**config.mk**
```make
export PLATFORM = sky130hd
export DESIGN_NAME = lge_addr_gen
export DESIGN_NICKNAME = d
export VERILOG_FILES = /design/src/rtl/core/lge_pkg.sv /design/src/rtl/core/lge_addr_gen.sv
export SDC_FILE = /design/constraint.sdc
export NUM_CORES = 1
export LEC_CHECK = 0
export BUFFER_PORTS_ARGS = -buffer_cell sky130_fd_sc_hd__buf_4
export CAP_MARGIN = 10
export CELL_PAD_IN_SITES_DETAIL_PLACEMENT = 0
export CELL_PAD_IN_SITES_GLOBAL_PLACEMENT = 2
export CORE_ASPECT_RATIO = 1.75
export CORE_MARGIN = 10
export CORE_UTILIZATION = 29
export DETAILED_ROUTE_END_ITERATION = 6
export GPL_TIMING_DRIVEN = 0
export PLACE_DENSITY = 0.85
export SLEW_MARGIN = 15
export SYNTH_ARGS = -nofsm -noshare
export SYNTH_HDL_FRONTEND = slang
export SYNTH_SLANG_ARGS = --single-unit
```
**constraint.sdc**
```tcl
create_clock -name vclk -period 5.5
set_input_delay 0.825 -clock vclk [all_inputs]
set_output_delay 0.825 -clock vclk [all_outputs]
set_load 0.05 [all_outputs]
```
**src/rtl/core/lge_pkg.sv**
```systemverilog
`timescale 1ns / 1ps

package lge_pkg;

  localparam int unsigned GRID_COLS_DEF = 64;
  localparam int unsigned GRID_ROWS_DEF = 64;

  // Stream payload layout
  localparam int unsigned COORD_W   = 6;
  localparam int unsigned CMD_W     = 2;
  localparam int unsigned S_TDATA_W = 16;
  localparam int unsigned M_TDATA_W = 8;
  localparam int unsigned COL_LSB   = 0;
  localparam int unsigned ROW_LSB   = COL_LSB + COORD_W;
  localparam int unsigned ADJ_BIT   = ROW_LSB + COORD_W;

  localparam int unsigned CNT_W = 4;

  // B3/S23
  localparam logic [CNT_W-1:0] BIRTH_CNT   = 4'd3;
  localparam logic [CNT_W-1:0] SURVIVE_CNT = 4'd2;

  typedef enum logic [CMD_W-1:0] {
    CMD_SET_ALIVE = 2'd0,
    CMD_SET_DEAD  = 2'd1,
    CMD_RUN_GEN   = 2'd2,
    CMD_READ      = 2'd3
  } cmd_e;

  // Center, then the eight neighbors row by row, then end of walk
  typedef enum logic [3:0] {
    POS_CTR,
    POS_UL,
    POS_UC,
    POS_UR,
    POS_ML,
    POS_MR,
    POS_DL,
    POS_DC,
    POS_DR,
    POS_END
  } pos_e;

  typedef enum logic [3:0] {
    ST_CLEAR,
    ST_IDLE,
    ST_SETUP,
    ST_CTR_RD,
    ST_CTR_UPD,
    ST_NBR,
    ST_GEN_A,
    ST_GB_RD,
    ST_GB_UPD,
    ST_DONE
  } state_e;

  typedef struct packed {
    logic             live;
    logic             nxt;
    logic [CNT_W-1:0] cnt;
  } cell_t;

  typedef struct packed {
    logic wr_en;
    logic rd_en;
  } mem_ctl_t;

endpackage

```
**src/rtl/core/lge_addr_gen.sv**
```systemverilog
`timescale 1ns / 1ps

// Wrapped address of the center or one neighbor of the cursor cell.
module lge_addr_gen import lge_pkg::*; #(
  parameter  int unsigned GRID_COLS = GRID_COLS_DEF,
  parameter  int unsigned GRID_ROWS = GRID_ROWS_DEF,
  localparam int unsigned CellTotal = GRID_COLS * GRID_ROWS,
  localparam int unsigned AddrW     = $clog2(CellTotal),
  localparam int unsigned ColW      = $clog2(GRID_COLS)
) (
  input  logic [ColW-1:0]  col_i,
  input  logic [AddrW-1:0] rbase_i,
  input  pos_e             pos_i,
  output logic [AddrW-1:0] addr_o
);

  localparam logic [AddrW-1:0] LastRowBase = AddrW'(CellTotal - GRID_COLS);
  localparam logic [AddrW-1:0] RowStep     = AddrW'(GRID_COLS);
  localparam logic [ColW-1:0]  LastCol     = ColW'(GRID_COLS - 1);

  logic [ColW-1:0]  col_l, col_r, col_sel;
  logic [AddrW-1:0] rb_up, rb_dn, rb_sel;

  always_comb begin
    col_l = (col_i == '0) ? LastCol : col_i - ColW'(1);
    col_r = (col_i == LastCol) ? '0 : col_i + ColW'(1);
    rb_up = (rbase_i == '0) ? LastRowBase : rbase_i - RowStep;
    rb_dn = (rbase_i == LastRowBase) ? '0 : rbase_i + RowStep;

    unique case (pos_i)
      POS_UL: begin rb_sel = rb_up;   col_sel = col_l; end
      POS_UC: begin rb_sel = rb_up;   col_sel = col_i; end
      POS_UR: begin rb_sel = rb_up;   col_sel = col_r; end
      POS_ML: begin rb_sel = rbase_i; col_sel = col_l; end
      POS_MR: begin rb_sel = rbase_i; col_sel = col_r; end
      POS_DL: begin rb_sel = rb_dn;   col_sel = col_l; end
      POS_DC: begin rb_sel = rb_dn;   col_sel = col_i; end
      POS_DR: begin rb_sel = rb_dn;   col_sel = col_r; end
      default: begin rb_sel = rbase_i; col_sel = col_i; end
    endcase

    addr_o = rb_sel + AddrW'(col_sel);
  end

endmodule

```
== Word-level counts from Yosys, hierarchy flattened ==
Index checks and enable logic that the tools add are counted.

* Flip-flop bits (word level): 0
* Bits of input ports: 22
* Output and inout port bits: 12
* Word-level logic and storage cells: 27

* Add/sub/neg operators: 5
* Equality and inequality tests: 10
* Muxes and demuxes: 6
* Reduce and logical (&&, ||, !) cells: 6

{| class="wikitable"
|+ Operators by type and width
! kind !! count
|-
| 2-to-1 mux 12 bit || 2
|-
| one-hot mux 12 bit (2 select lines) || 1
|-
| == test 4 x 3 -> 1 bit (second input constant) || 4
|-
| adder 12 x 6 -> 12 bit || 1
|-
| adder 12 x 7 -> 12 bit (second input constant) || 1
|-
| == test 12 bit (second input constant) || 1
|-
| zero test 12 bit || 1
|-
| 2-to-1 mux 6 bit || 2
|-
| one-hot mux 6 bit (2 select lines) || 1
|-
| OR reduction 3 bit || 4
|-
| subtractor 12 x 7 -> 12 bit (second input constant) || 1
|-
| == test 4 x 2 -> 1 bit (second input constant) || 2
|-
| adder 6 x 1 -> 6 bit (second input constant) || 1
|-
| == test 6 bit (second input constant) || 1
|-
| zero test 6 bit || 1
|-
| subtractor 6 x 1 -> 6 bit (second input constant) || 1
|-
| == test 4 x 1 -> 1 bit (second input constant) || 1
|-
| == test 4 bit (second input constant) || 1
|}

== Logic depth before layout (Yosys ltp) ==
* Word-level depth: 4
* Mapped depth: 17
* Mapped depth without buffers: 16

== Least setup slack after synthesis ==
No wires, ideal clock.

* Kind: input port to output port
* Start: in pos_i[2]
* End: out addr_o[10]
* Data arrival time: 4.391 ns
* Data required time: 4.675 ns
* Path slack: 0.284 ns
* Cell stages on the path: 17
* Cell sequence: buf_6 > or4b_4 > buf_6 > o21ai_0 > clkbuf_1 > a211oi_1 > a21oi_1 > ha_1 > inv_1 > fa_1 > nor2b_1 > o21ai_0 > a21boi_0 > o21ai_0 > a21oi_1 > nand3b_1 > xor2_1

* Word-level cells in the longest chain between the ends: 4

{| class="wikitable"
|+ RTL lines
! element !! RTL line !! source
|-
| from (decl) || lge_addr_gen.sv:13 || <nowiki>input pos_e pos_i,</nowiki>
|-
| == test 4 bit, or another cell as far along || lge_addr_gen.sv:30 || <nowiki>unique case (pos_i)</nowiki>
|-
| OR reduction 3 bit (no line) || n/a ||
|-
| one-hot mux 12 bit (2 select lines) or one-hot mux 6 bit (2 select lines) (tied branches) || lge_addr_gen.sv:30 ||
|-
| adder 12 x 6 -> 12 bit (*) || lge_addr_gen.sv:42 || <nowiki>addr_o = rb_sel + AddrW'(col_sel);</nowiki>
|-
| to (decl) || lge_addr_gen.sv:14 || <nowiki>output logic [AddrW-1:0] addr_o</nowiki>
|}

Mark *: on every way between the ends. The rest lies on a longest branch, timed or not.

== Worst setup path after layout ==
* Start: in pos_i[1]
* End: out addr_o[10]

Same word-level chain as after synthesis.

==> results.txt <==
The flow ran to the end, and the final reports show no timing, DRC or antenna violations. The first detailed-routing pass ran for 6 iterations. The first routing iteration left 87 violations.

In this run the power density over the cells is 162 mW/mm^2. The post-synth net total was 215; the combinational group share of total power was 100.0%. The global-route wire length before repair was 6260 um. In the layout the commonest cells are sky130_fd_sc_hd__buf_4 (30), sky130_fd_sc_hd__nor2_1 (18), sky130_fd_sc_hd__a21oi_1 (14), sky130_fd_sc_hd__nand2_1 (13), sky130_fd_sc_hd__o21ai_0 (12). The logs give 0 for the remaining design rule violation count and 10.4% for the global-route total usage across every layer. At the end of routability-driven placement, the weighted congestion stood at 0.919. The height of the chip is 104 um, and the initial standard-cell utilization of the core is 30.0%. The total via count after detailed routing was 1419; the sequential cell count was 0. After synthesis the cells add up to 0.00117 mm^2.

Static timing analysis puts the maximum clock frequency at 0.198 GHz. The floorplan has 30 rows. The post-cts hold buffer count is 0, and the residual antenna-violating net count after detailed routing is 0. Once the clock tree was built, the setup fixing pass inserted 0 buffers.

The run gives 0 as the residual overflow from global routing. The tools report the antenna cell count as 0. In this run the power spent charging and discharging nets is 0.153 mW. The HPWL after detailed placement is 3380 um. For this run, the share of the core covered by cells in the final layout is 37.3%. The dominant delay contributor by cell family on the critical path was compound AO/OA/AOI/OAI gates.

The cell repeated most along the worst path was sky130_fd_sc_hd__o21ai_0. Wires add up to 3890 um. The worst pin sits at a relative slew slack of 47.3%. At the placement stage, the worst setup path has a slack of 0.288 ns. Setup repair after global routing left no endpoint under its margin. STA puts the critical path data arrival time at 4.23 ns. The initial antenna violation count was 0; the count of clock buffers in the final design was 0. During synthesis, Yosys emitted a total of 0 warnings.

The class of the tightest hold or removal check is in -> out. The worst-case vdd ir drop was 0.0679 mV. The worst path setup slack after routing was 0.444 ns. The tools report the kind of start point of the critical path as a primary input.

Setup violations remaining at the end of the flow were counted as 0. The worst-margin pin slew is 0.785 ns. The via count of the first global-routing pass came out at 1390.

The quantity of I/O buffers inserted on ports came out at 30. In this run switching power makes up 64.8% of total power. For the area inside the core boundary, the log shows 0.00390 mm^2. The analysis attributes to cell leakage a power of 0.595 nW. Most common cell after layout, fill and taps aside: sky130_fd_sc_hd__buf_4. Dividing the detail-routed wire length by the instance count gives 15.0 um. The post-route netlist has 20.4% of its cells at a drive strength greater than 1.

The floorplan step defined a die boundary enclosing 0.00708 mm^2. The number of distinct library cells after synthesis is 49. The per-instance average area after synthesis is 6.47 um^2.

The clock network is responsible for 0% of the overall power. The worst path in the final design needs a cycle of 5.06 ns, including I/O delays and setup. Summed over all failing endpoints, the final setup total negative slack is 0 ns.

The tool flagged a number of max-cap violations equal to 0. The tools report the required time at the worst-slack endpoint as 4.68 ns. Cell with the biggest individual delay on the critical path: sky130_fd_sc_hd__or4b_4. The tightest hold path in the finished design has a slack of 2.14 ns. The total count of hold-check failures in the final report was 0; the post-cts gate resize count was 0. Final clock period utilization by the worst path: 91.9%. The category of the most critical setup path was in -> out. The area growth from synthesis to layout is 24.5%.

In the routed layout, each cell is associated on average with a via count of 5.48. The internal portion of the total power is 0.0831 mW. In this design, the stage delay of the slowest critical-path cell is 0.51 ns. The signal on the critical path passes through clkbuf_1 -> or4b_4 -> buf_6 -> o21ai_0 -> clkbuf_2 -> a211oi_1 -> a21oi_1 -> ha_1 -> inv_1 -> fa_1 -> nor2b_1 -> o21ai_0 -> a21boi_0 -> o21ai_0 -> a21oi_1 -> nand3b_1 -> xor2_1 -> buf_4. The pin count of the biggest net entering global routing was 11; the largest fanout of any net on the critical path was 10. The tools report the storage element area as 0 um^2. STA classifies the critical path endpoint as a primary output. Counting every instance in the synthesized netlist gives 181.

The count of final max-slew check failures is 0. Registers are responsible for 0% of the overall power. Together, buffers and inverters on the worst path number 5.

The die width is 68.0 um. The run gives 34 as the number of placed I/O pins. After the last flow step, the layout net total stands at 247. The sequential element share of the synthesized area came out at 0%.
==> cell families after synthesis <==
family / count (synthesis) / share of synthesized area [%]
and+or+nand+nor: 74 / 35.5
AOI/OAI and AO/OA: 55 / 30.8
buffers and inverters: 26 / 9.72
xor gates and xnor gates: 13 / 9.72
adders and majority gates: 12 / 13.5
muxes: 1 / 0.855
==> cells in the mapped netlist (3+ instances only) <==
cell type | number | share of area [%]
sky130_fd_sc_hd__nand3b_1 | 4 | 2.6
sky130_fd_sc_hd__ha_1 | 11 | 12
sky130_fd_sc_hd__a31oi_1 | 4 | 2.1
sky130_fd_sc_hd__nand3_1 | 9 | 3.8
sky130_fd_sc_hd__xor2_1 | 4 | 3.0
sky130_fd_sc_hd__nor2b_1 | 3 | 1.6
sky130_fd_sc_hd__inv_1 | 11 | 3.5
sky130_fd_sc_hd__o21ai_0 | 12 | 5.1
sky130_fd_sc_hd__a21oi_1 | 14 | 6.0
sky130_fd_sc_hd__xnor2_1 | 9 | 6.7
sky130_fd_sc_hd__o21a_1 | 4 | 2.6
sky130_fd_sc_hd__a211oi_1 | 3 | 1.9
sky130_fd_sc_hd__nor2_1 | 18 | 5.8
sky130_fd_sc_hd__nand2_1 | 13 | 4.2
sky130_fd_sc_hd__clkbuf_1 | 12 | 3.8
sky130_fd_sc_hd__nor3_1 | 5 | 2.1
sky130_fd_sc_hd__nor4_1 | 6 | 3.2
==> per-layer routing <==
layer / up-vias / wire, um / global-route usage, % / share of wire (%)
met2: 47 / 2160 / 20.6 / 55
met5: - / 0 / 0 / 0
met3: 6 / 209 / 1.08 / 5.4
li1: 724 / - / - / -
met4: 0 / 82 / 1.88 / 2.1
met1: 642 / 1440 / 10.8 / 37
==> worst min-delay path: cells and delay by family <==
kind / cells / cell delay [ns]
buffers and inverters: 3 / 0.37
adders and majority gates: 1 / 0.12
==> area by class of cell <==
type / instances / area [um^2]
Timing Repair Buffer: 30 / 225
Fill cell: 457 / 2450
Buffer: 15 / 73.8
Multi-Input combinational cell: 155 / 1060
Tap cell: 48 / 60.1
Inverter: 11 / 41.3
==> power by group through the flow <==
| stage | clock [mW] | sequential [mW] | combinational, mW |
|---|---|---|---|
| floorplan | 0 | 0 | 0.167 |
| detailed placement | 0 | 0 | 0.238 |
| global placement | 0 | 0 | 0.236 |
| global route | 0 | 0 | 0.255 |
| finish | 0 | 0 | 0.236 |
| CTS | 0 | 0 | 0.239 |
==> final timing paths <==
check / startpoint / end / slack (ns) / depth (start not counted)
worst min-delay path: rbase_i[0] / addr_o[0] / 2.14 / 4
worst max-delay path: pos_i[1] / addr_o[10] / 0.44 / 18
==> through the flow <==
stage | instance area (um^2) | power [mW] | std cells
final | 1460 | 0.236 | 259
after floorplan | 1170 | 0.167 | 181
after detailed placement | 1460 | 0.238 | 259
after CTS | 1460 | 0.239 | 259
after global placement | 1460 | 0.236 | 259
after global routing | 1460 | 0.255 | 259
Power figures use the tool's default switching activity.
