**config.mk**
```make
export PLATFORM = sky130hd
export DESIGN_NAME = lge_seq
export DESIGN_NICKNAME = d
export VERILOG_FILES = /design/src/rtl/core/lge_pkg.sv /design/src/rtl/core/lge_seq.sv
export SDC_FILE = /design/constraint.sdc
export NUM_CORES = 1
export LEC_CHECK = 0
export BUFFER_PORTS_ARGS = -buffer_cell sky130_fd_sc_hd__clkbuf_2
export CAP_MARGIN = 20
export CORE_UTILIZATION = 50
export CTS_BUF_LIST = sky130_fd_sc_hd__clkbuf_4 sky130_fd_sc_hd__clkbuf_8
export DETAILED_ROUTE_END_ITERATION = 10
export GPL_ROUTABILITY_DRIVEN = 0
export HOLD_SLACK_MARGIN = 0.15
export PLACE_DENSITY_LB_ADDON = 0.05
export SETUP_SLACK_MARGIN = 0.2
export SLEW_MARGIN = 10
export SYNTH_ARGS = -nofsm -noshare
export SYNTH_HDL_FRONTEND = slang
export SYNTH_SLANG_ARGS = --single-unit
```
**constraint.sdc**
```tcl
create_clock -name clk_i -period 7.2 [get_ports clk_i]
set_clock_uncertainty 0.2 [all_clocks]
set_input_delay 1.44 -clock clk_i [delete_from_list [all_inputs] [get_ports clk_i]]
set_output_delay 1.44 -clock clk_i [all_outputs]
set_load 0.05 [all_outputs]
```
**src/rtl/core/lge_pkg.sv**
```systemverilog
`timescale 1ns / 1ps

package lge_pkg;

  localparam int unsigned GRID_COLS_DEF = 64;
  localparam int unsigned GRID_ROWS_DEF = 64;

  // Stream payload layout
  localparam int unsigned COORD_W   = 6;
  localparam int unsigned CMD_W     = 2;
  localparam int unsigned S_TDATA_W = 16;
  localparam int unsigned M_TDATA_W = 8;
  localparam int unsigned COL_LSB   = 0;
  localparam int unsigned ROW_LSB   = COL_LSB + COORD_W;
  localparam int unsigned ADJ_BIT   = ROW_LSB + COORD_W;

  localparam int unsigned CNT_W = 4;

  // B3/S23
  localparam logic [CNT_W-1:0] BIRTH_CNT   = 4'd3;
  localparam logic [CNT_W-1:0] SURVIVE_CNT = 4'd2;

  typedef enum logic [CMD_W-1:0] {
    CMD_SET_ALIVE = 2'd0,
    CMD_SET_DEAD  = 2'd1,
    CMD_RUN_GEN   = 2'd2,
    CMD_READ      = 2'd3
  } cmd_e;

  // Center, then the eight neighbors row by row, then end of walk
  typedef enum logic [3:0] {
    POS_CTR,
    POS_UL,
    POS_UC,
    POS_UR,
    POS_ML,
    POS_MR,
    POS_DL,
    POS_DC,
    POS_DR,
    POS_END
  } pos_e;

  typedef enum logic [3:0] {
    ST_CLEAR,
    ST_IDLE,
    ST_SETUP,
    ST_CTR_RD,
    ST_CTR_UPD,
    ST_NBR,
    ST_GEN_A,
    ST_GB_RD,
    ST_GB_UPD,
    ST_DONE
  } state_e;

  typedef struct packed {
    logic             live;
    logic             nxt;
    logic [CNT_W-1:0] cnt;
  } cell_t;

  typedef struct packed {
    logic wr_en;
    logic rd_en;
  } mem_ctl_t;

endpackage

```
**src/rtl/core/lge_seq.sv**
```systemverilog
`timescale 1ns / 1ps

module lge_seq import lge_pkg::*; #(
  parameter  int unsigned GRID_COLS = GRID_COLS_DEF,
  parameter  int unsigned GRID_ROWS = GRID_ROWS_DEF,
  localparam int unsigned CellTotal = GRID_COLS * GRID_ROWS,
  localparam int unsigned AddrW     = $clog2(CellTotal),
  localparam int unsigned ColW      = $clog2(GRID_COLS),
  localparam int unsigned RowW      = $clog2(GRID_ROWS)
) (
  input  logic               clk_i,
  input  logic               rst_ni,
  input  logic               in_valid_i,
  output logic               in_ready_o,
  input  cmd_e               in_cmd_i,
  input  logic [COORD_W-1:0] in_col_i,
  input  logic [COORD_W-1:0] in_row_i,
  input  logic               in_adj_i,
  output logic               out_valid_o,
  input  logic               out_ready_i,
  output logic               out_alive_o,
  output logic [CNT_W-1:0]   out_count_o,
  output logic               out_next_o,
  output logic [ColW-1:0]    cur_col_o,
  output logic [AddrW-1:0]   cur_rbase_o,
  output pos_e               pos_o,
  input  logic [AddrW-1:0]   nbr_addr_i,
  output mem_ctl_t           mem_ctl_o,
  output logic [AddrW-1:0]   mem_waddr_o,
  output logic [AddrW-1:0]   mem_raddr_o,
  output cell_t              mem_wdata_o,
  input  cell_t              mem_rdata_i
);

  localparam int unsigned  CoordN      = 2 ** COORD_W;
  localparam logic [AddrW:0] ScanEnd   = (AddrW + 1)'(CellTotal);
  localparam logic [AddrW:0] ScanLast  = (AddrW + 1)'(CellTotal - 1);
  localparam logic [AddrW-1:0] LastRowBase = AddrW'(CellTotal - GRID_COLS);
  localparam logic [AddrW-1:0] RowStep     = AddrW'(GRID_COLS);
  localparam logic [ColW-1:0]  LastCol     = ColW'(GRID_COLS - 1);

  state_e           state_q, state_d;
  cmd_e             cmd_q, cmd_d;
  logic             adj_q, adj_d;
  logic [ColW-1:0]  tgt_col_q, tgt_col_d;
  logic [RowW-1:0]  tgt_row_q, tgt_row_d;
  logic [AddrW-1:0] tgt_rbase_q, tgt_rbase_d;
  logic [ColW-1:0]  cur_col_q, cur_col_d;
  logic [AddrW-1:0] cur_rbase_q, cur_rbase_d;
  pos_e             pos_q, pos_d;
  logic [AddrW:0]   scan_q, scan_d;
  logic [AddrW-1:0] wr_addr_q, wr_addr_d;
  cell_t            res_q, res_d;
  cell_t            out_q, out_d;
  logic             out_valid_q, out_valid_d;

  // Input coordinates reduced modulo the grid size
  logic [ColW-1:0] col_mod [CoordN];
  logic [RowW-1:0] row_mod [CoordN];

  for (genvar gi = 0; gi < CoordN; gi++) begin : g_mod
    localparam int unsigned ColRem = gi % GRID_COLS;
    localparam int unsigned RowRem = gi % GRID_ROWS;
    assign col_mod[gi] = ColW'(ColRem);
    assign row_mod[gi] = RowW'(RowRem);
  end

  logic             need_nbr;
  logic             is_gen;
  logic             last_cell;
  logic             out_free;
  logic             rule_next;
  logic [CNT_W-1:0] delta;
  logic [AddrW-1:0] row_base;

  always_comb begin
    need_nbr  = (cmd_q == CMD_SET_ALIVE) || ((cmd_q == CMD_SET_DEAD) && adj_q);
    is_gen    = (cmd_q == CMD_RUN_GEN);
    last_cell = (cur_col_q == LastCol) && (cur_rbase_q == LastRowBase);
    out_free  = !out_valid_q || out_ready_i;
    delta     = (cmd_q == CMD_SET_DEAD) ? {CNT_W{1'b1}} : CNT_W'(1);
    row_base  = AddrW'(tgt_row_q * GRID_COLS);
    if (mem_rdata_i.live) begin
      rule_next = (mem_rdata_i.cnt == SURVIVE_CNT) || (mem_rdata_i.cnt == BIRTH_CNT);
    end else begin
      rule_next = (mem_rdata_i.cnt == BIRTH_CNT);
    end
  end

  // Next state
  always_comb begin
    state_d = state_q;
    unique case (state_q)
      ST_CLEAR:   if (scan_q == ScanLast) state_d = ST_IDLE;
      ST_IDLE:    if (in_valid_i) state_d = ST_SETUP;
      ST_SETUP:   state_d = is_gen ? ST_GEN_A : ST_CTR_RD;
      ST_CTR_RD:  state_d = ST_CTR_UPD;
      ST_CTR_UPD: state_d = need_nbr ? ST_NBR : ST_DONE;
      ST_NBR: begin
        if (pos_q == POS_END) begin
          if (!is_gen) state_d = ST_DONE;
          else         state_d = last_cell ? ST_CTR_RD : ST_GB_RD;
        end
      end
      ST_GEN_A:   if (scan_q == ScanEnd) state_d = ST_GB_RD;
      ST_GB_RD:   state_d = ST_GB_UPD;
      ST_GB_UPD: begin
        if (mem_rdata_i.nxt) state_d = ST_NBR;
        else                 state_d = last_cell ? ST_CTR_RD : ST_GB_RD;
      end
      ST_DONE:    if (out_free) state_d = ST_IDLE;
      default:    state_d = ST_CLEAR;
    endcase
  end

  // Outputs and datapath
  always_comb begin
    cmd_d       = cmd_q;
    adj_d       = adj_q;
    tgt_col_d   = tgt_col_q;
    tgt_row_d   = tgt_row_q;
    tgt_rbase_d = tgt_rbase_q;
    cur_col_d   = cur_col_q;
    cur_rbase_d = cur_rbase_q;
    pos_d       = pos_q;
    scan_d      = scan_q;
    wr_addr_d   = wr_addr_q;
    res_d       = res_q;
    out_d       = out_q;
    out_valid_d = out_valid_q && !out_ready_i;
    mem_ctl_o   = '0;
    mem_raddr_o = nbr_addr_i;
    mem_waddr_o = wr_addr_q;
    mem_wdata_o = mem_rdata_i;
    in_ready_o  = 1'b0;

    unique case (state_q) inside
      ST_CLEAR: begin
        mem_ctl_o.wr_en = 1'b1;
        mem_waddr_o     = scan_q[AddrW-1:0];
        mem_wdata_o     = '0;
        scan_d          = scan_q + (AddrW + 1)'(1);
      end
      ST_IDLE: begin
        in_ready_o = 1'b1;
        if (in_valid_i) begin
          cmd_d     = in_cmd_i;
          adj_d     = in_adj_i;
          tgt_col_d = col_mod[in_col_i];
          tgt_row_d = row_mod[in_row_i];
        end
      end
      ST_SETUP: begin
        tgt_rbase_d = row_base;
        cur_rbase_d = row_base;
        cur_col_d   = tgt_col_q;
        pos_d       = POS_CTR;
        scan_d      = '0;
      end
      ST_CTR_RD, ST_GB_RD: begin
        mem_ctl_o.rd_en = 1'b1;
        wr_addr_d       = nbr_addr_i;
        pos_d           = POS_UL;
      end
      ST_CTR_UPD: begin
        res_d = mem_rdata_i;
        if (cmd_q == CMD_SET_ALIVE) res_d.live = 1'b1;
        if (cmd_q == CMD_SET_DEAD)  res_d.live = 1'b0;
        mem_ctl_o.wr_en = (cmd_q == CMD_SET_ALIVE) || (cmd_q == CMD_SET_DEAD);
        mem_wdata_o     = res_d;
        if (need_nbr) begin
          mem_ctl_o.rd_en = 1'b1;
          wr_addr_d       = nbr_addr_i;
          pos_d           = POS_UC;
        end
      end
      ST_NBR: begin
        // write back the neighbor read last cycle while the next one is read
        mem_ctl_o.wr_en = 1'b1;
        mem_wdata_o.cnt = mem_rdata_i.cnt + delta;
        if (pos_q != POS_END) begin
          mem_ctl_o.rd_en = 1'b1;
          wr_addr_d       = nbr_addr_i;
          pos_d           = pos_e'(4'(pos_q + 4'd1));
        end else if (is_gen) begin
          pos_d = POS_CTR;
          if (last_cell) begin
            cur_col_d   = tgt_col_q;
            cur_rbase_d = tgt_rbase_q;
          end else if (cur_col_q == LastCol) begin
            cur_col_d   = '0;
            cur_rbase_d = cur_rbase_q + RowStep;
          end else begin
            cur_col_d = cur_col_q + ColW'(1);
          end
        end
      end
      ST_GEN_A: begin
        // rule sweep: read one cell, write the one read the cycle before
        mem_ctl_o.wr_en = (scan_q != '0);
        mem_wdata_o.nxt = rule_next;
        mem_wdata_o.cnt = '0;
        if (scan_q != ScanEnd) begin
          mem_ctl_o.rd_en = 1'b1;
          mem_raddr_o     = scan_q[AddrW-1:0];
          wr_addr_d       = scan_q[AddrW-1:0];
          scan_d          = scan_q + (AddrW + 1)'(1);
        end else begin
          cur_col_d   = '0;
          cur_rbase_d = '0;
          pos_d       = POS_CTR;
        end
      end
      ST_GB_UPD: begin
        mem_ctl_o.wr_en  = 1'b1;
        mem_wdata_o.live = mem_rdata_i.nxt;
        if (mem_rdata_i.nxt) begin
          mem_ctl_o.rd_en = 1'b1;
          wr_addr_d       = nbr_addr_i;
          pos_d           = POS_UC;
        end else begin
          pos_d = POS_CTR;
          if (last_cell) begin
            cur_col_d   = tgt_col_q;
            cur_rbase_d = tgt_rbase_q;
          end else if (cur_col_q == LastCol) begin
            cur_col_d   = '0;
            cur_rbase_d = cur_rbase_q + RowStep;
          end else begin
            cur_col_d = cur_col_q + ColW'(1);
          end
        end
      end
      ST_DONE: begin
        if (out_free) begin
          out_d       = res_q;
          out_valid_d = 1'b1;
        end
      end
      default: begin
        mem_ctl_o = '0;
      end
    endcase
  end

  always_ff @(posedge clk_i or negedge rst_ni) begin
    if (!rst_ni) begin
      state_q     <= ST_CLEAR;
      pos_q       <= POS_CTR;
      scan_q      <= '0;
      out_valid_q <= 1'b0;
    end else begin
      state_q     <= state_d;
      pos_q       <= pos_d;
      scan_q      <= scan_d;
      out_valid_q <= out_valid_d;
    end
  end

  always_ff @(posedge clk_i) begin
    cmd_q       <= cmd_d;
    adj_q       <= adj_d;
    tgt_col_q   <= tgt_col_d;
    tgt_row_q   <= tgt_row_d;
    tgt_rbase_q <= tgt_rbase_d;
    cur_col_q   <= cur_col_d;
    cur_rbase_q <= cur_rbase_d;
    wr_addr_q   <= wr_addr_d;
    res_q       <= res_d;
    out_q       <= out_d;
  end

  assign out_valid_o = out_valid_q;
  assign out_alive_o = out_q.live;
  assign out_count_o = out_q.cnt;
  assign out_next_o  = out_q.nxt;
  assign cur_col_o   = cur_col_q;
  assign cur_rbase_o = cur_rbase_q;
  assign pos_o       = pos_q;

endmodule

```
Yosys cells after proc, flatten, opt, wreduce, memory -nomap -nowiden
Memory sizes are Yosys's and may differ from the RTL's. A register that Yosys moved wholly into a read port is not among the register bits. Index checks and enable logic that the tools add are counted.

Flip-flop bits (word level): 73. Bits in read-only memories: 768. Bits of input ports: 37. Output and inout bits: 62. Word-level logic and storage cells: 142. Memories: 2.

$add $sub $neg: 5. Equal/unequal tests: 34. Mux-type cells: 57. Bitwise operators: 2. Reductions and logical operators: 26.

Memory list: (name not given) (words 64, width 6, rd ports 1, clocked after Yosys merged registers in 1, wr ports 0, line lge_seq.sv:150) `tgt_row_d = row_mod[in_row_i];`; (name not given) (words 64, width 6, rd ports 1, clocked after Yosys merged registers in 1, wr ports 0, line lge_seq.sv:149) `tgt_col_d = col_mod[in_col_i];`.

Operators by type and width (count): $mux W12 (13); $pmux W12 S5 (1); $mux W4 (12); $pmux W12 S4 (1); $pmux W4 S10 (1); $pmux W13 S3 (1); $mux W6 (6); $pmux W4 S6 (1); $pmux W6 S4 (1); $ne A2 B2 Y1 const B (11); $eq A4 B2 Y1 const B (4); $eq A4 B3 Y1 const B (4); $reduce_and A5 Y1 (3); $not A6 Y7 (2); $add A13 B1 Y13 const B (1); $eq A13 B12 Y1 const B (1); $eq A13 B13 Y1 const B (1); $mux W13 (1); $ne A13 B13 Y1 const B (1); $reduce_bool A13 Y1 (1); $add A12 B7 Y12 const B (1); $eq A12 B12 Y1 const B (1); $eq A4 B4 Y1 const B (3); $mux W1 (10); other kinds (29) (42).

Longest topological paths before layout
Depth after elaboration: 6. Gate-level depth with buffers: 8.

Worst setup path before layout
No wires, ideal clock.

Path type: input to output. Start: input port mem_rdata_i[1] (netlist bit). End: output port mem_wdata_o[3] (netlist bit). Arrival: 2.750 ns. Required time: 5.560 ns. Setup slack: 2.810 ns. Stages: 6. Path buffers: 0. Path through: ha_1 a21o_1 a21oi_1 xnor2_1 nor3b_1 a211o_1.

RTL lines: start, declared (line lge_seq.sv:32) `input cell_t mem_rdata_i`; end, declared (line lge_seq.sv:31) `output cell_t mem_wdata_o,`.

==> impl_results.md <==
* Run status: finished, final reports clean
* Setup Buffers After CTS at 0
* Clk slew on worst S/H paths at 90 ps
* Post-Synth Adder-Cell Area at 2.975%
* Sequential element share of the synthesized area at around 50%
* Remaining design rule violation count at 0
* Height of the die at 96.43 um
* Total number of nets in the final design at between 500 and 600
* Cells on Worst Hold Path at 0
* Maximum clock frequency at 212.5 MHz
* Proportion of netlist area held by the largest area contributor at 38.39%
* Post-Place Cells at a little over 600
* Main synth FF type: sky130_fd_sc_hd__edfxtp_1
* Cell type with the highest aggregate area in the netlist: sky130_fd_sc_hd__edfxtp_1
* Xor-xnor portion of the synthesized cell area at between 3 and 4%
* Library cells used by synthesis at 66
* Clk network pwr share at 41.1%
* Count leader, synth: sky130_fd_sc_hd__nand2_1
* Combinational family with the most area after synthesis: simple AND/OR/NAND/NOR gates
* Endpoint arrival time on the critical path at 3070 ps
* Clk sink count at 79
* Latest clock arrival within the worst-skew pair at 350 ps
* Critical Setup Path Class: reg -> out
* Setup repair after global routing missed its margin: false
* Initial core utilization at 51.37%
* Fraction of synthesis flops using an asynchronous set or reset pin at 27.85%
* Max-cap violations at 0
* Number of resized instances in the post-cts repair step at 0
* Number of antenna-violating nets in the routed design at 0
* Synth warn at 0
* First-pass GRT wire length at 15.02 mm
* DP Area at 4905 sq um
* Nature of the critical path endpoint: primary output
* Count of flip-flops with a built-in enable after synthesis at between 50 and 60
* Dominant cells by area after synthesis: sky130_fd_sc_hd__edfxtp_1, sky130_fd_sc_hd__dfrtp_1, sky130_fd_sc_hd__nand2_1
* Finish-stage setup viols at 0
* Combined area of all synthesized cells at roughly 4500 sq um
* Leak at 0.002215 uW
* Number of cells on the worst reg-to-reg path at 5
* Combinational share of power at 5.3%
* Horizontal die dimension at 96.43 um
* Simple-gate area share of the yosys netlist at 18.80%
* Internal at approximately 700 uW
* Areal power density over the cells at 176.8 nW/um^2
* Number of clock buffers inserted by TritonCTS at 9
* Syn-to-layout area delta at 15.07%
* Worst-margin pin slew at 901.0 ps
* Deepest clock path buffer count at 2
* Antenna violations before repair at 0
* Average size of a mapped cell at roughly 10 sq um
* Total global routing track utilization at 21.66%
* Switching part of the total power at 22.62%
* Antenna diode count at 0
* Total number of vias at 3454
* Count of state elements after synthesis at 79
* Post-synthesis compound-gate area fraction at 14.59%
* Clock tree from TritonCTS: yes
* Data required time at the worst endpoint at 5560 ps
* Ratio of routed vias to standard cells at 5.562
* Total count of hold-check failures in the final report at 0
* Register-to-register setup slack at 4020 ps
* Non-Filler Cell Area, Final at roughly 5100 sq um
* H-tree level count at 3
* Final instance count without filler cells at 621
* Final critical-path share of the clock period at 65.37%
* Switching Power at 205.1 uW
* Number of cell rows at 34
* Proportion of synthesized area in mux cells at 4.715%
* Largest net degree at the start of global routing at 25
* Total negative slack for setup checks at 0 ps
* HPWL Detailed at 6.886 mm
* Hold Worst Slack at 225.8 ps
* Total Die Area at 9298 sq um
* Per-cell routed wire length at 15.95 um
* Drt pass-1 iters at 4
* Port Buffer Count at about 90
* Worst slew margin relative to its limit at roughly 40%
* IR Drop Worst-Case VDD at between 0.0001 and 0.00015 V
* Vias in the first global route at 3030
* Placeable core region at 8678 sq um
* Count of hold-fix buffers inserted at cts at 0
* Final wirelength at 9.908 mm
* Critical path fanouts, max at 24
* Overflow after GRT at 0
* Cell count after synthesis at 427
* Number of design-rule violations left by the first detailed-router iteration at 252
* Number of max-slew violations in the final report at 0
* Reg power frac at a little over half
* Launching element type of the critical path: register
* Clock tree root driver cell: sky130_fd_sc_hd__clkbuf_8
* Synth top cells by count: sky130_fd_sc_hd__nand2_1, sky130_fd_sc_hd__edfxtp_1, sky130_fd_sc_hd__nor2_1
* Share of cells above drive strength 1 at a little over a quarter
* Count of pins on the block boundary at 99
* Hold WC Path Type: reg -> reg
* Tmin final at ~4700 ps
-- placed cells by master, fill, tap and decap left out, types with 3 or more instances in the layout --
master / Yosys / routed
sky130_fd_sc_hd__a21o_1: 3 / 3
sky130_fd_sc_hd__a21oi_1: 19 / 19
sky130_fd_sc_hd__a22o_1: 10 / 10
sky130_fd_sc_hd__a31oi_1: 3 / 3
sky130_fd_sc_hd__and3_1: 10 / 10
sky130_fd_sc_hd__clkbuf_2: 0 / 92
sky130_fd_sc_hd__clkbuf_8: 0 / 9
sky130_fd_sc_hd__conb_1: 1 / 6
sky130_fd_sc_hd__dfrtp_1: 22 / 22
sky130_fd_sc_hd__edfxtp_1: 57 / 57
sky130_fd_sc_hd__ha_1: 9 / 9
sky130_fd_sc_hd__inv_1: 10 / 10
sky130_fd_sc_hd__mux2_2: 12 / 12
sky130_fd_sc_hd__mux2i_1: 6 / 6
sky130_fd_sc_hd__nand2_1: 64 / 64
sky130_fd_sc_hd__nand2b_1: 3 / 3
sky130_fd_sc_hd__nand3_1: 19 / 19
sky130_fd_sc_hd__nor2_1: 32 / 32
sky130_fd_sc_hd__nor2b_1: 6 / 6
sky130_fd_sc_hd__nor3_1: 6 / 6
sky130_fd_sc_hd__nor3b_1: 4 / 4
sky130_fd_sc_hd__o21ai_0: 29 / 28
sky130_fd_sc_hd__o2bb2ai_1: 4 / 4
sky130_fd_sc_hd__or3_1: 3 / 3
sky130_fd_sc_hd__xnor2_1: 9 / 9
sky130_fd_sc_hd__xor2_1: 7 / 7
-- cells by family (layout without fill, tap and decap cells) --
logic type,count (synthesis),count (layout)
mux,19,19
fa+ha+maj,10,10
flops,79,79
buf+inv,39,120
other cells,1,6
xor+xnor,16,16
simple gates,169,169
compound gates,94,94
-- critical path, cell delays in order (launching register included) --
cell,delay [ps]
sky130_fd_sc_hd__dfrtp_1,870
sky130_fd_sc_hd__and4bb_2,730
sky130_fd_sc_hd__nand2_2,390
sky130_fd_sc_hd__and3_1,320
sky130_fd_sc_hd__o21ai_0,100
sky130_fd_sc_hd__clkbuf_2,310
-- sequential cells by signal (all words and copies together), names as in the netlist, 6 cells and up --
name / count
cur_col_o: 6
tgt_col_q: 6
tgt_row_q: 6
cur_rbase_o: 6
res_q: 6
tgt_rbase_q: 6
scan_q: 13
wr_addr_q: 12
-- power groups by stage --
stage	sequential (uW)	clock [uW]	combinational, uW
after floorplan	496	0	31.6
after detailed placement	495	0	48.5
after global routing	485	393	52.7
after CTS	485	380	48.7
final	485	373	48.5
after global placement	495	0	47.8
-- final timing paths --
kind / end / start
min: out_count_o[0] / res_q[0]
min reg2reg: out_count_o[0] / res_q[0]
max in group asynchronous: scan_q[10] / rst_ni
min in group asynchronous: out_valid_o / rst_ni
max: mem_ctl_o[0] / state_q[2]
max reg2reg: wr_addr_q[5] / state_q[2]
-- per-stage QoR --
stage / utilization, % / power, uW / setup slack (ps)
3_5_place_dp: 56.52 / 543.9 / 2554
2_1_floorplan: - / 527.1 / 2810
3_3_place_gp: 56.52 / 543.2 / 2596
4_1_cts: 59.11 / 914.4 / 2515
5_1_grt: 59.11 / 930.9 / 2268
6_report: 59.11 / 907.0 / 2494
-- area by class of cell --
| type | count | area [sq um] |
|---|---|---|
| Clock buffer | 10 | 131.4 |
| Clock inverter | 6 | 93.84 |
| Fill cell | 789 | 3548 |
| Inverter | 10 | 37.54 |
| Multi-Input combinational cell | 314 | 1994 |
| Sequential cell | 79 | 2262 |
| Tap cell | 108 | 135.1 |
| Timing Repair Buffer | 94 | 475.5 |
-- layer usage --
layer  GRT usage, %  routed length (um)  up-vias
li1               -                   -     1711
met1          28.84                4539     1632
met2          35.82                4816       98
met3          3.286                 400       13
met4          8.211                 151        0
met5              0                   0        -
No activity file was read; power rests on OpenSTA's default activity.
